**src/rtl/lsq_fit_pkg.sv**
```systemverilog
// Package for the least-squares line fit block.
// Holds sizes, codes, command/status structs and saturation helpers.
// No dependencies.
package lsq_fit_pkg;

  localparam int MAX_POINTS = 256;
  localparam int ADDR_W     = $clog2(MAX_POINTS);
  localparam int CNT_W      = $clog2(MAX_POINTS + 1);

  typedef struct packed {
    logic signed [31:0] point_x;
    logic signed [31:0] point_y;
    logic               last_point;
  } in_t;

  typedef struct packed {
    logic signed [31:0] slope;
    logic signed [31:0] intercept;
    logic [47:0]        residual_variance;
    logic [8:0]         points_used;
    logic [1:0]         fit_status;
  } out_t;

  typedef enum logic [1:0] {
    FS_OK    = 2'd0,
    FS_FEW   = 2'd1,
    FS_DEGEN = 2'd2,
    FS_OVF   = 2'd3
  } fit_status_t;

  typedef enum logic [2:0] {
    MO_NSXX, MO_SXSX, MO_NSXY, MO_SXSY, MO_SLSX, MO_PRED, MO_SQ
  } mul_op_t;

  typedef enum logic [1:0] {
    DO_SLOPE, DO_ICPT, DO_VAR
  } div_op_t;

  typedef enum logic [4:0] {
    S_IDLE, S_DRAIN1, S_DRAIN2, S_CHECK, S_NSXX, S_SXSX, S_DABS, S_DCMP,
    S_NSXY, S_SXSY, S_DSLOPE, S_SLSX, S_DICPT, S_READ, S_PRED, S_SQ,
    S_DVAR, S_DONE
  } state_t;

  typedef struct packed {
    logic    mul_start;
    mul_op_t mul_op;
    logic    div_start;
    div_op_t div_op;
    logic    clr_res;
    logic    rd_en;
    logic    idx_inc;
    logic    dabs_en;
    logic    finish;
  } dp_cmd_t;

  typedef struct packed {
    logic mul_done;
    logic div_done;
    logic few;
    logic degen;
    logic idx_last;
  } dp_stat_t;

  // Signed saturation: in range when bits 127..31 all agree.
  function automatic logic [31:0] sat32(input logic [127:0] v);
    if (!v[127] && (v[126:31] != '0)) begin
      return 32'h7FFF_FFFF;
    end else if (v[127] && (v[126:31] != '1)) begin
      return 32'h8000_0000;
    end
    return v[31:0];
  endfunction

  // Unsigned saturation of a nonnegative value to 48 bits.
  function automatic logic [47:0] sat48(input logic [127:0] v);
    if (v[127:48] != '0) begin
      return '1;
    end
    return v[47:0];
  endfunction

endpackage

```
**src/rtl/lsq_fit_ctrl.sv**
```systemverilog
// Sequencer for the line fit: drain, fit, residual pass, result.
// Drives lsq_fit_dp through dp_cmd_t / dp_stat_t from lsq_fit_pkg.
module lsq_fit_ctrl
  import lsq_fit_pkg::*;
(
  input  logic     clk,
  input  logic     rst_n,
  input  logic     start,
  input  logic     last_point,
  input  dp_stat_t stat,
  output dp_cmd_t  cmd,
  output logic     busy
);

  state_t state_r, state_nxt;
  logic   issued_r, issued_nxt;
  logic   mul_state, div_state;

  always_ff @(posedge clk) begin
    if (!rst_n) begin
      state_r  <= S_IDLE;
      issued_r <= 1'b0;
    end else begin
      state_r  <= state_nxt;
      issued_r <= issued_nxt;
    end
  end

  assign mul_state = (state_r == S_NSXX) || (state_r == S_SXSX) || (state_r == S_NSXY) ||
                     (state_r == S_SXSY) || (state_r == S_SLSX) || (state_r == S_PRED) ||
                     (state_r == S_SQ);
  assign div_state = (state_r == S_DSLOPE) || (state_r == S_DICPT) || (state_r == S_DVAR);

  // Next state
  always_comb begin
    state_nxt  = state_r;
    issued_nxt = issued_r;
    if ((mul_state || div_state) && !issued_r) begin
      issued_nxt = 1'b1;
    end
    if ((mul_state && stat.mul_done) || (div_state && stat.div_done)) begin
      issued_nxt = 1'b0;
    end
    unique case (state_r)
      S_IDLE:   if (start && last_point) state_nxt = S_DRAIN1;
      S_DRAIN1: state_nxt = S_DRAIN2;
      S_DRAIN2: state_nxt = S_CHECK;
      S_CHECK:  state_nxt = stat.few ? S_DONE : S_NSXX;
      S_NSXX:   if (stat.mul_done) state_nxt = S_SXSX;
      S_SXSX:   if (stat.mul_done) state_nxt = S_DABS;
      S_DABS:   state_nxt = S_DCMP;
      S_DCMP:   state_nxt = stat.degen ? S_DONE : S_NSXY;
      S_NSXY:   if (stat.mul_done) state_nxt = S_SXSY;
      S_SXSY:   if (stat.mul_done) state_nxt = S_DSLOPE;
      S_DSLOPE: if (stat.div_done) state_nxt = S_SLSX;
      S_SLSX:   if (stat.mul_done) state_nxt = S_DICPT;
      S_DICPT:  if (stat.div_done) state_nxt = S_READ;
      S_READ:   state_nxt = S_PRED;
      S_PRED:   if (stat.mul_done) state_nxt = S_SQ;
      S_SQ:     if (stat.mul_done) state_nxt = stat.idx_last ? S_DVAR : S_READ;
      S_DVAR:   if (stat.div_done) state_nxt = S_DONE;
      S_DONE:   state_nxt = S_IDLE;
      default:  state_nxt = S_IDLE;
    endcase
  end

  // Outputs
  always_comb begin
    cmd           = '0;
    cmd.mul_op    = MO_NSXX;
    cmd.div_op    = DO_SLOPE;
    cmd.mul_start = mul_state && !issued_r;
    cmd.div_start = div_state && !issued_r;
    unique case (state_r)
      S_CHECK:  cmd.clr_res = 1'b1;
      S_NSXX:   cmd.mul_op  = MO_NSXX;
      S_SXSX:   cmd.mul_op  = MO_SXSX;
      S_DABS:   cmd.dabs_en = 1'b1;
      S_NSXY:   cmd.mul_op  = MO_NSXY;
      S_SXSY:   cmd.mul_op  = MO_SXSY;
      S_DSLOPE: cmd.div_op  = DO_SLOPE;
      S_SLSX:   cmd.mul_op  = MO_SLSX;
      S_DICPT:  cmd.div_op  = DO_ICPT;
      S_READ:   cmd.rd_en   = 1'b1;
      S_PRED:   cmd.mul_op  = MO_PRED;
      S_SQ: begin
        cmd.mul_op  = MO_SQ;
        cmd.idx_inc = stat.mul_done && !stat.idx_last;
      end
      S_DVAR:   cmd.div_op  = DO_VAR;
      S_DONE:   cmd.finish  = 1'b1;
      default:  ;
    endcase
  end

  assign busy = (state_r != S_IDLE);

endmodule

```
**config.mk**
```make
export PLATFORM = sky130hd
export DESIGN_NAME = lsq_fit_ctrl
export DESIGN_NICKNAME = d
export VERILOG_FILES = /design/src/rtl/lsq_fit_pkg.sv /design/src/rtl/lsq_fit_ctrl.sv
export SDC_FILE = /design/constraint.sdc
export NUM_CORES = 1
export LEC_CHECK = 0
export BUFFER_PORTS_ARGS = -buffer_cell sky130_fd_sc_hd__buf_2
export CAP_MARGIN = 10
export CORE_MARGIN = 5
export CORE_UTILIZATION = 48
export DETAILED_ROUTE_END_ITERATION = 10
export GPL_TIMING_DRIVEN = 0
export PLACE_DENSITY = 0.72
export SETUP_SLACK_MARGIN = 0.2
export SYNTH_ARGS = -nofsm -noshare
export SYNTH_HDL_FRONTEND = slang
export SYNTH_SLANG_ARGS = --single-unit
```
**constraint.sdc**
```tcl
create_clock -name clk -period 2.25 [get_ports clk]
set_input_delay 0.1125 -clock clk [delete_from_list [all_inputs] [get_ports clk]]
set_output_delay 0.1125 -clock clk [all_outputs]
set_load 0.01 [all_outputs]
```
Word level (Yosys, flattened, before mapping):

Index checks and enable logic that the tools add are counted.

* reduce and logical (&&, ||, !) cells: 23
* equality and inequality tests: 28
* bitwise gates (word level): 1
* mux-type cells: 22

Operator list (count)
* case mux 5 bit (17 select lines): 1
* two-way mux 5 bit: 14
* equality test 5 x 4 -> 1 bit, second input constant: 8
* != test 2 bit, second input constant: 11
* equality test 5 x 3 -> 1 bit, second input constant: 4
* case mux 3 bit (6 select lines): 1
* AND reduction 11 bit: 1
* equality test 5 x 2 -> 1 bit, second input constant: 2
* equality test 5 bit, second input constant: 2
* logical OR 1 bit: 10
* logical AND 1 bit: 7
* equality test 5 x 1 -> 1 bit, second input constant: 1
* logical NOT 5 bit: 1
* two-way mux 1 bit: 5
* nonzero test 5 bit: 1
* case mux 2 bit (2 select lines): 1
* logical NOT 1 bit: 2
* OR reduction 2 bit: 1
* inverter 1 bit: 1

* bits in registers: 6
* output and inout bits: 13
* logic and storage cells: 76
* bits of input ports: 9

Depth between registers and ports, before layout:

Gate-level depths: netlist of run 1.

* word-level depth: 10
* depth in mapped cells: 7
* gate-level depth less buffers: 5

Least setup slack after synthesis of run 1:

OpenSTA, ideal clock, no wires.

* path kind: register -> register
* start point: register state_r[2]
* end point: register state_r[0]
* buffers on the path: 1
* library setup time: 0.103 ns
* clock period less this slack: 1.718 ns
* path slack: 0.532 ns
* cell stages (with the launch flop): 7
* data required time: 2.147 ns
* arrival: 1.615 ns
* cells stage by stage: dfxtp_1 -> buf_2 -> and3b_1 -> or4_4 -> o21ai_4 -> nor4b_1 -> a2111oi_2

* cells in the longest elaborated chain, start to end: 3
* elaborated cells between the ends (all ways): 30
* those cells by class: 27 x eq/ne; 1 x mux; 2 x reduce/logical

Ends and longest elaborated chain
* start: declaration: line lsq_fit_ctrl.sv:15 `state_t state_r, state_nxt;`
* start signal: assignment: line lsq_fit_ctrl.sv:24 `state_r <= state_nxt;`
* equality test 5 x 4 -> 1 bit, or another cell as far along: line lsq_fit_ctrl.sv:44 `unique case (state_r)`
* != test 2 bit (no line)
* AND reduction 11 bit (no line)

Several ways; a longest one is shown, not always the timed one.
A chain may end at the register's enable or synchronous reset.

==> results.toml, run 1 <==
[finish]
utilization = 0.6211
antenna_cells = 0
design_area_um2 = 818.3
area_growth_pct = 22.01
layout.nets = 129
drive_above_1_share = 0.2881

[die]
core_um2 = 1318
start_util = 0.5090
die-area_um2 = 2245
rows = 13
fp.dieH_um = 47.38
die_x_um = 47.38
io_pins = 22

[timing]
setup_tns_ns = 0
fmax_mhz = 515.1
finalMaxSlewViolations = 0
skew_ns = 0.01159
rsz0062_at_grt = "no"
fin_crit_ns = 1.941
min_period_over_period = 0.8628
tightest_slew_ns = 0.4658
hold_violations = 0
worst_slack_ns = 0.3088
setup_viol = 0
slew_headroom = 0.6853

[worst_setup_path]
end_kind = "primary output"
ff2ff_setup_slack_ns = 0.40
crit_fanout = 10
r2r-end = "state_r[0]"
cp-start-kind = "register"
max_stage_delay_ns = 0.57
critPathKind = "register to primary output"
slowest_stage = "or4_1"
crit_chain = "buf_2 -> a21oi_1 -> or4_1 -> nor2_1 -> buf_2"
crit_arrival_ns = 1.83
crit_required_ns = 2.14
endpoint = "cmd[11]"
cp-startpoint = "state_r[3]"
timing.rr.start = "state_r[1]"
rr_worst_depth = 5
cpMostUsedCell = "buf_2"

[detailed_routing]
vias = 809
wirelength_mm = 1.878
drtIter0Drc = 22
routed_via_density = 6.083
wl_per_cell_um = 14.12
drt_first_pass_iters = 4
drcViolationCount = 0
antenna_left = 0

[cts]
postCtsSetupBuffers = 0
cts.clk_slew.worst_paths_ns = 0.04
cts_buffers = 3
htree_num_levels = 1
cts_tree = "done"
root_buffer = "clkbuf_4"
numClockSinks = 6
clockBufferDepth = 2
clock_latency_ns = 0.24

[worst_hold_path]
min_path_cells = 3
min_path_type = "input port to register"

[placed_design]
pre_cts_slack_ns = 0.3923
place_area_um2 = 794.5
numPortBuffers = 21
gp_congestion = 0.8243
dp_hpwl_mm = 1.475

[grt]
grt_max_degree = 11
antenna_found_initial = 0
gr-total-overflow = 0
grt_usage = 0.1849
grt_pass1_wl_mm = 3.036
first_global_vias = 713

[power]
p_total_w = 0.0008390
cellLeakagePower_nw = 0.3672
peakVddDrop_mv = 0.4520
powerDensity_nw_per_um2 = 1025

[synthesis]
yosysUniqueCellTypes = 38
ys_seq_area_frac = 0.1791
syn_inst = 94
syn_avg_cell_area_um2 = 7.135
synth_area_um2 = 670.6
yosys_warnings = 0
synth_fp_nets = 103
ys_ff_latch = 6

[outcome]
status = "finished, final reports clean"

[run]
drv_cap = 0
final cells by class:
type / count / area (µm²)
Timing Repair Buffer: 21 / 105.1
Buffer: 7 / 30.03
Sequential cell: 6 / 120.1
Tap cell: 15 / 18.77
Clock buffer: 3 / 22.52
Inverter: 5 / 18.77
Multi-Input combinational cell: 76 / 503.0
Fill cell: 139 / 499.2
synth_stat cells, drive strengths merged:
cell | n | share of area
a21oi | 9 | 0.067
nor2 | 8 | 0.045
dfxtp | 6 | 0.18
nand2 | 6 | 0.034
o21ai | 6 | 0.062
clkbuf | 5 | 0.028
inv | 5 | 0.028
nand2b | 4 | 0.037
nor4 | 4 | 0.037
nor2b | 3 | 0.028
nor3 | 3 | 0.022
o31ai | 3 | 0.041
or4 | 3 | 0.039
a221oi | 2 | 0.026
a311oi | 2 | 0.026
and3 | 2 | 0.019
buf | 2 | 0.015
nor4b | 2 | 0.026
o31a | 2 | 0.026
or2 | 2 | 0.019
a2111oi | 1 | 0.022
a21boi | 1 | 0.011
a31oi | 1 | 0.0093
and2 | 1 | 0.0093
and3b | 1 | 0.013
and4bb | 1 | 0.019
mux2i | 1 | 0.015
nand3 | 1 | 0.0075
nand4 | 1 | 0.0093
nor3b | 1 | 0.011
nor4bb | 1 | 0.015
o2111ai | 1 | 0.013
o211a | 1 | 0.015
o21a | 1 | 0.011
o32a | 1 | 0.015
sequential cells by signal, summed over array words and instances, names as in the netlist:
name and count:
issued_r 1, state_r 5
placed cells by master (no fill, tap or decap), drive strengths merged, types with 2 or more instances in the layout:
cell type  synthesis  routed
or2                2       2
a311oi             2       2
a21oi              9       9
nor2               8       8
o31a               2       2
nor4               4       4
clkbuf             5       8
and3               2       2
nand2b             4       4
inv                5       5
dfxtp              6       6
nand2              6       6
nor3               3       3
o31ai              3       3
or4                3       3
buf                2      23
o21ai              6       6
nor2b              3       3
a221oi             2       2
nor4b              2       2
routing by layer:
| layer | GRT usage | wire length, µm |
|---|---|---|
| met2 | 0.2914 | 900 |
| met5 | 0 | 0 |
| met3 | 0.03831 | 80 |
| met4 | 0.01105 | 0 |
| met1 | 0.2692 | 897 |
metrics by stage:
step                hold slack (ns)  instances
finish                       0.2017        133
global route                 0.2064        133
CTS                          0.1927        133
detailed placement           0.4398        130
global placement             0.4332        130
floorplan                    0.2791         94
critical path, delay by kind of cell (launching register included):
family,cells,cell delay (ns)
and+or+nand+nor,2,0.69
DFF,1,0.37
AOI/OAI and AO/OA,1,0.17
buffers and inverters,2,0.36
what timing repair did:
item	4_1_cts	5_1_grt
setup endpoints to repair	0	3
resized for setup	0	2
hold buffers	0	0
power by group:
| group | switching (W) | internal (W) | leakage (nW) |
|---|---|---|---|
| sequential | 0.0000464 | 0.000142 | 0.0491 |
| combinational | 0.000334 | 0.000221 | 0.304 |
| clock | 0.0000362 | 0.0000602 | 0.0138 |
worst min-delay path by stage:
| stage | start | to |
|---|---|---|
| floorplan | stat[0] | cmd[2] |
| detailed placement | rst_n | state_r[3] |
| CTS | stat[3] | issued_r |
| finish | rst_n | state_r[3] |
| global route | stat[3] | issued_r |
| global placement | stat[3] | issued_r |
cell families after synthesis:
kind of cell | share of synthesized area
AO/OA/AOI/OAI | 0.3452
buffers and inverters | 0.07090
multiplexers | 0.01493
AND/OR/NAND/NOR | 0.3899
flip-flops | 0.1791
No activity file was read; power rests on OpenSTA's default activity.
==> run 2: changes to the inputs <==
--- a/config.mk
+++ b/config.mk
@@ -5,13 +5,13 @@
 export SDC_FILE = /design/constraint.sdc
 export NUM_CORES = 1
 export LEC_CHECK = 0
-export BUFFER_PORTS_ARGS = -buffer_cell sky130_fd_sc_hd__buf_2
 export CAP_MARGIN = 10
-export CORE_MARGIN = 5
-export CORE_UTILIZATION = 48
+export CORE_AREA = 5 5 42 44
 export DETAILED_ROUTE_END_ITERATION = 10
+export DIE_AREA = 0 0 47 49
+export DONT_BUFFER_PORTS = 1
 export GPL_TIMING_DRIVEN = 0
-export PLACE_DENSITY = 0.72
+export PLACE_DENSITY = 0.61
 export SETUP_SLACK_MARGIN = 0.2
 export SYNTH_ARGS = -nofsm -noshare
 export SYNTH_HDL_FRONTEND = slang
==> constraint.sdc (replaced) <==
create_clock -name clk -period 2.1 [get_ports clk]
set_input_delay 0.105 -clock clk [delete_from_list [all_inputs] [get_ports clk]]
set_output_delay 0.105 -clock clk [all_outputs]
set_load 0.01 [all_outputs]
==> run 2 against run 1 <==
Compared with the run above:
- cell area shrank 11%
- die area increased by 2.6%
- clock skew is 0.0075 ns lower
==> results.toml, run 2 (same netlist as run 1, synthesis figures left out) <==
[outcome]
status = "finished, final reports clean"

[cts]
clock_latency_ns = 0.24
cts_tree = "done"
numClockSinks = 6
cts_buffers = 3
htree_num_levels = 1
cts_hold_buffers = 0
cts.clk_slew.worst_paths_ns = 0.05
clockBufferDepth = 2
root_buffer = "clkbuf_4"

[placed_design]
numPortBuffers = 0
gp_congestion = 0.8824
dp_hpwl_mm = 1.484

[grt]
grt_max_degree = 11
antenna_found_initial = 0
grt_pass1_wl_mm = 3.022
gr-total-overflow = 0
first_global_vias = 653
grt_usage = 0.1754

[power]
cellLeakagePower_nw = 0.2716
p_sw_w = 0.0004557
p_int_w = 0.0004263
powerDensity_nw_per_um2 = 1209
p_comb_frac = 0.649
peakVddDrop_mv = 0.5593
sequentialPowerShare = 0.230
clkPwrFrac = 0.121
p_total_w = 0.0008819
swShare = 0.5166

[finish]
largest-register = "state_r"
final_common_cell = "a21oi_1"
area_growth_pct = 8.769
register_area_um2 = 121.4
layout.nets = 108
utilization = 0.5205
reg_top3 = "state_r (5), issued_r (1)"
drive_above_1_share = 0.1959
largest_reg_flops = 5
antenna_cells = 0
multi_input_comb_area_um2 = 514.2
fill_cells = 151
final_cell_mix = "a21oi_1, nor2_1, nand2_1"

[worst_setup_path]
rr_worst_depth = 6
critPathKind = "register to register"
max_stage_delay_ns = 0.51
crit_chain = "buf_2 -> and3b_1 -> or4_4 -> o21ai_4 -> nor4b_1 -> a2111oi_2"
crit_required_ns = 2.24
crit_family = "simple AND/OR/NAND/NOR gates"
cp-start-kind = "register"
end_kind = "register"
crit_fanout = 9
crit_arrival_ns = 1.97
slowest_stage = "or4_4"
path_depth = 6
critPathBufInv = 1

[detailed_routing]
wl_per_cell_um = 17.24
drt_first_pass_iters = 4
routed_via_density = 6.504
wirelength_mm = 1.948
drcViolationCount = 0
antenna_left = 0
drtIter0Drc = 29
vias = 735

[die]
io_pins = 22
start_util = 0.4786
rows = 14
die-area_um2 = 2303
die_x_um = 47
fp.dieH_um = 49
core_um2 = 1401

[timing]
skew_ns = 0.004139
fin_crit_ns = 1.827
finalMaxSlewViolations = 0
hold_violations = 0
rsz0062_at_grt = "yes"
fmax_mhz = 547.3
tightest_slew_ns = 0.5113
min_period_over_period = 0.8701
setup_tns_ns = 0
setup_viol = 0
slew_headroom = 0.6560

[worst_hold_path]
min_path_type = "input port to register"
min_path_cells = 2

[run]
drv_cap = 0
run 2: timing repair:
item,4_1_cts,5_1_grt
endpoints found under the setup margin,1,7
pin swaps,0,2
setup buffers,0,0
gates resized for setup,1,9
endpoints found under the hold margin,0,0
run 2: per-stage QoR:
stage | worst slack (ns) | cells | hold slack [ns] | instance area, µm²
CTS | 0.2173 | 113 | 0.05377 | 719.4
detailed placement | 0.2373 | 110 | 0.2723 | 690.7
global route | 0.1824 | 113 | 0.08123 | 729.5
global placement | 0.2152 | 110 | 0.2720 | 690.7
finish | 0.2729 | 113 | 0.06738 | 729.5
floorplan | 0.3816 | 94 | 0.2641 | 670.6
run 2: final timing paths:
kind	start	endpoint	slack, ns
max	state_r[2]	state_r[0]	0.27
min	stat[3]	issued_r	0.07
max reg2reg	state_r[2]	state_r[0]	0.27
min reg2reg	issued_r	issued_r	0.53
run 2: area by class of cell:
cell class | count | share of cell area
tap | 16 | 0.02744
clock buffer | 3 | 0.03087
buffer | 7 | 0.04460
inverter | 5 | 0.02573
multi-input combinational | 76 | 0.7050
sequential | 6 | 0.1664
run 2: metal layers:
metal | part of all wire | global-route usage | up-vias
met1 | 0.44 | 0.2352 | 336
met2 | 0.48 | 0.2670 | 33
met5 | 0 | 0 | -
met4 | 0 | 0.06912 | 0
met3 | 0.080 | 0.03321 | 0
li1 | - | - | 366
run 2: power groups by stage:
stage	sequential (W)	combinational, W	clock (W)
after detailed placement	0.000201	0.000552	0
after global routing	0.000212	0.000620	0.000122
final	0.000203	0.000572	0.000107
after floorplan	0.000186	0.000448	0
after CTS	0.000199	0.000556	0.000113
after global placement	0.000203	0.000545	0
run 2: worst reg2reg max path: stages (launching register included):
cell	delay (ns)
dfxtp_1	0.29
buf_2	0.16
and3b_1	0.21
or4_4	0.51
o21ai_4	0.25
nor4b_1	0.10
a2111oi_2	0.21
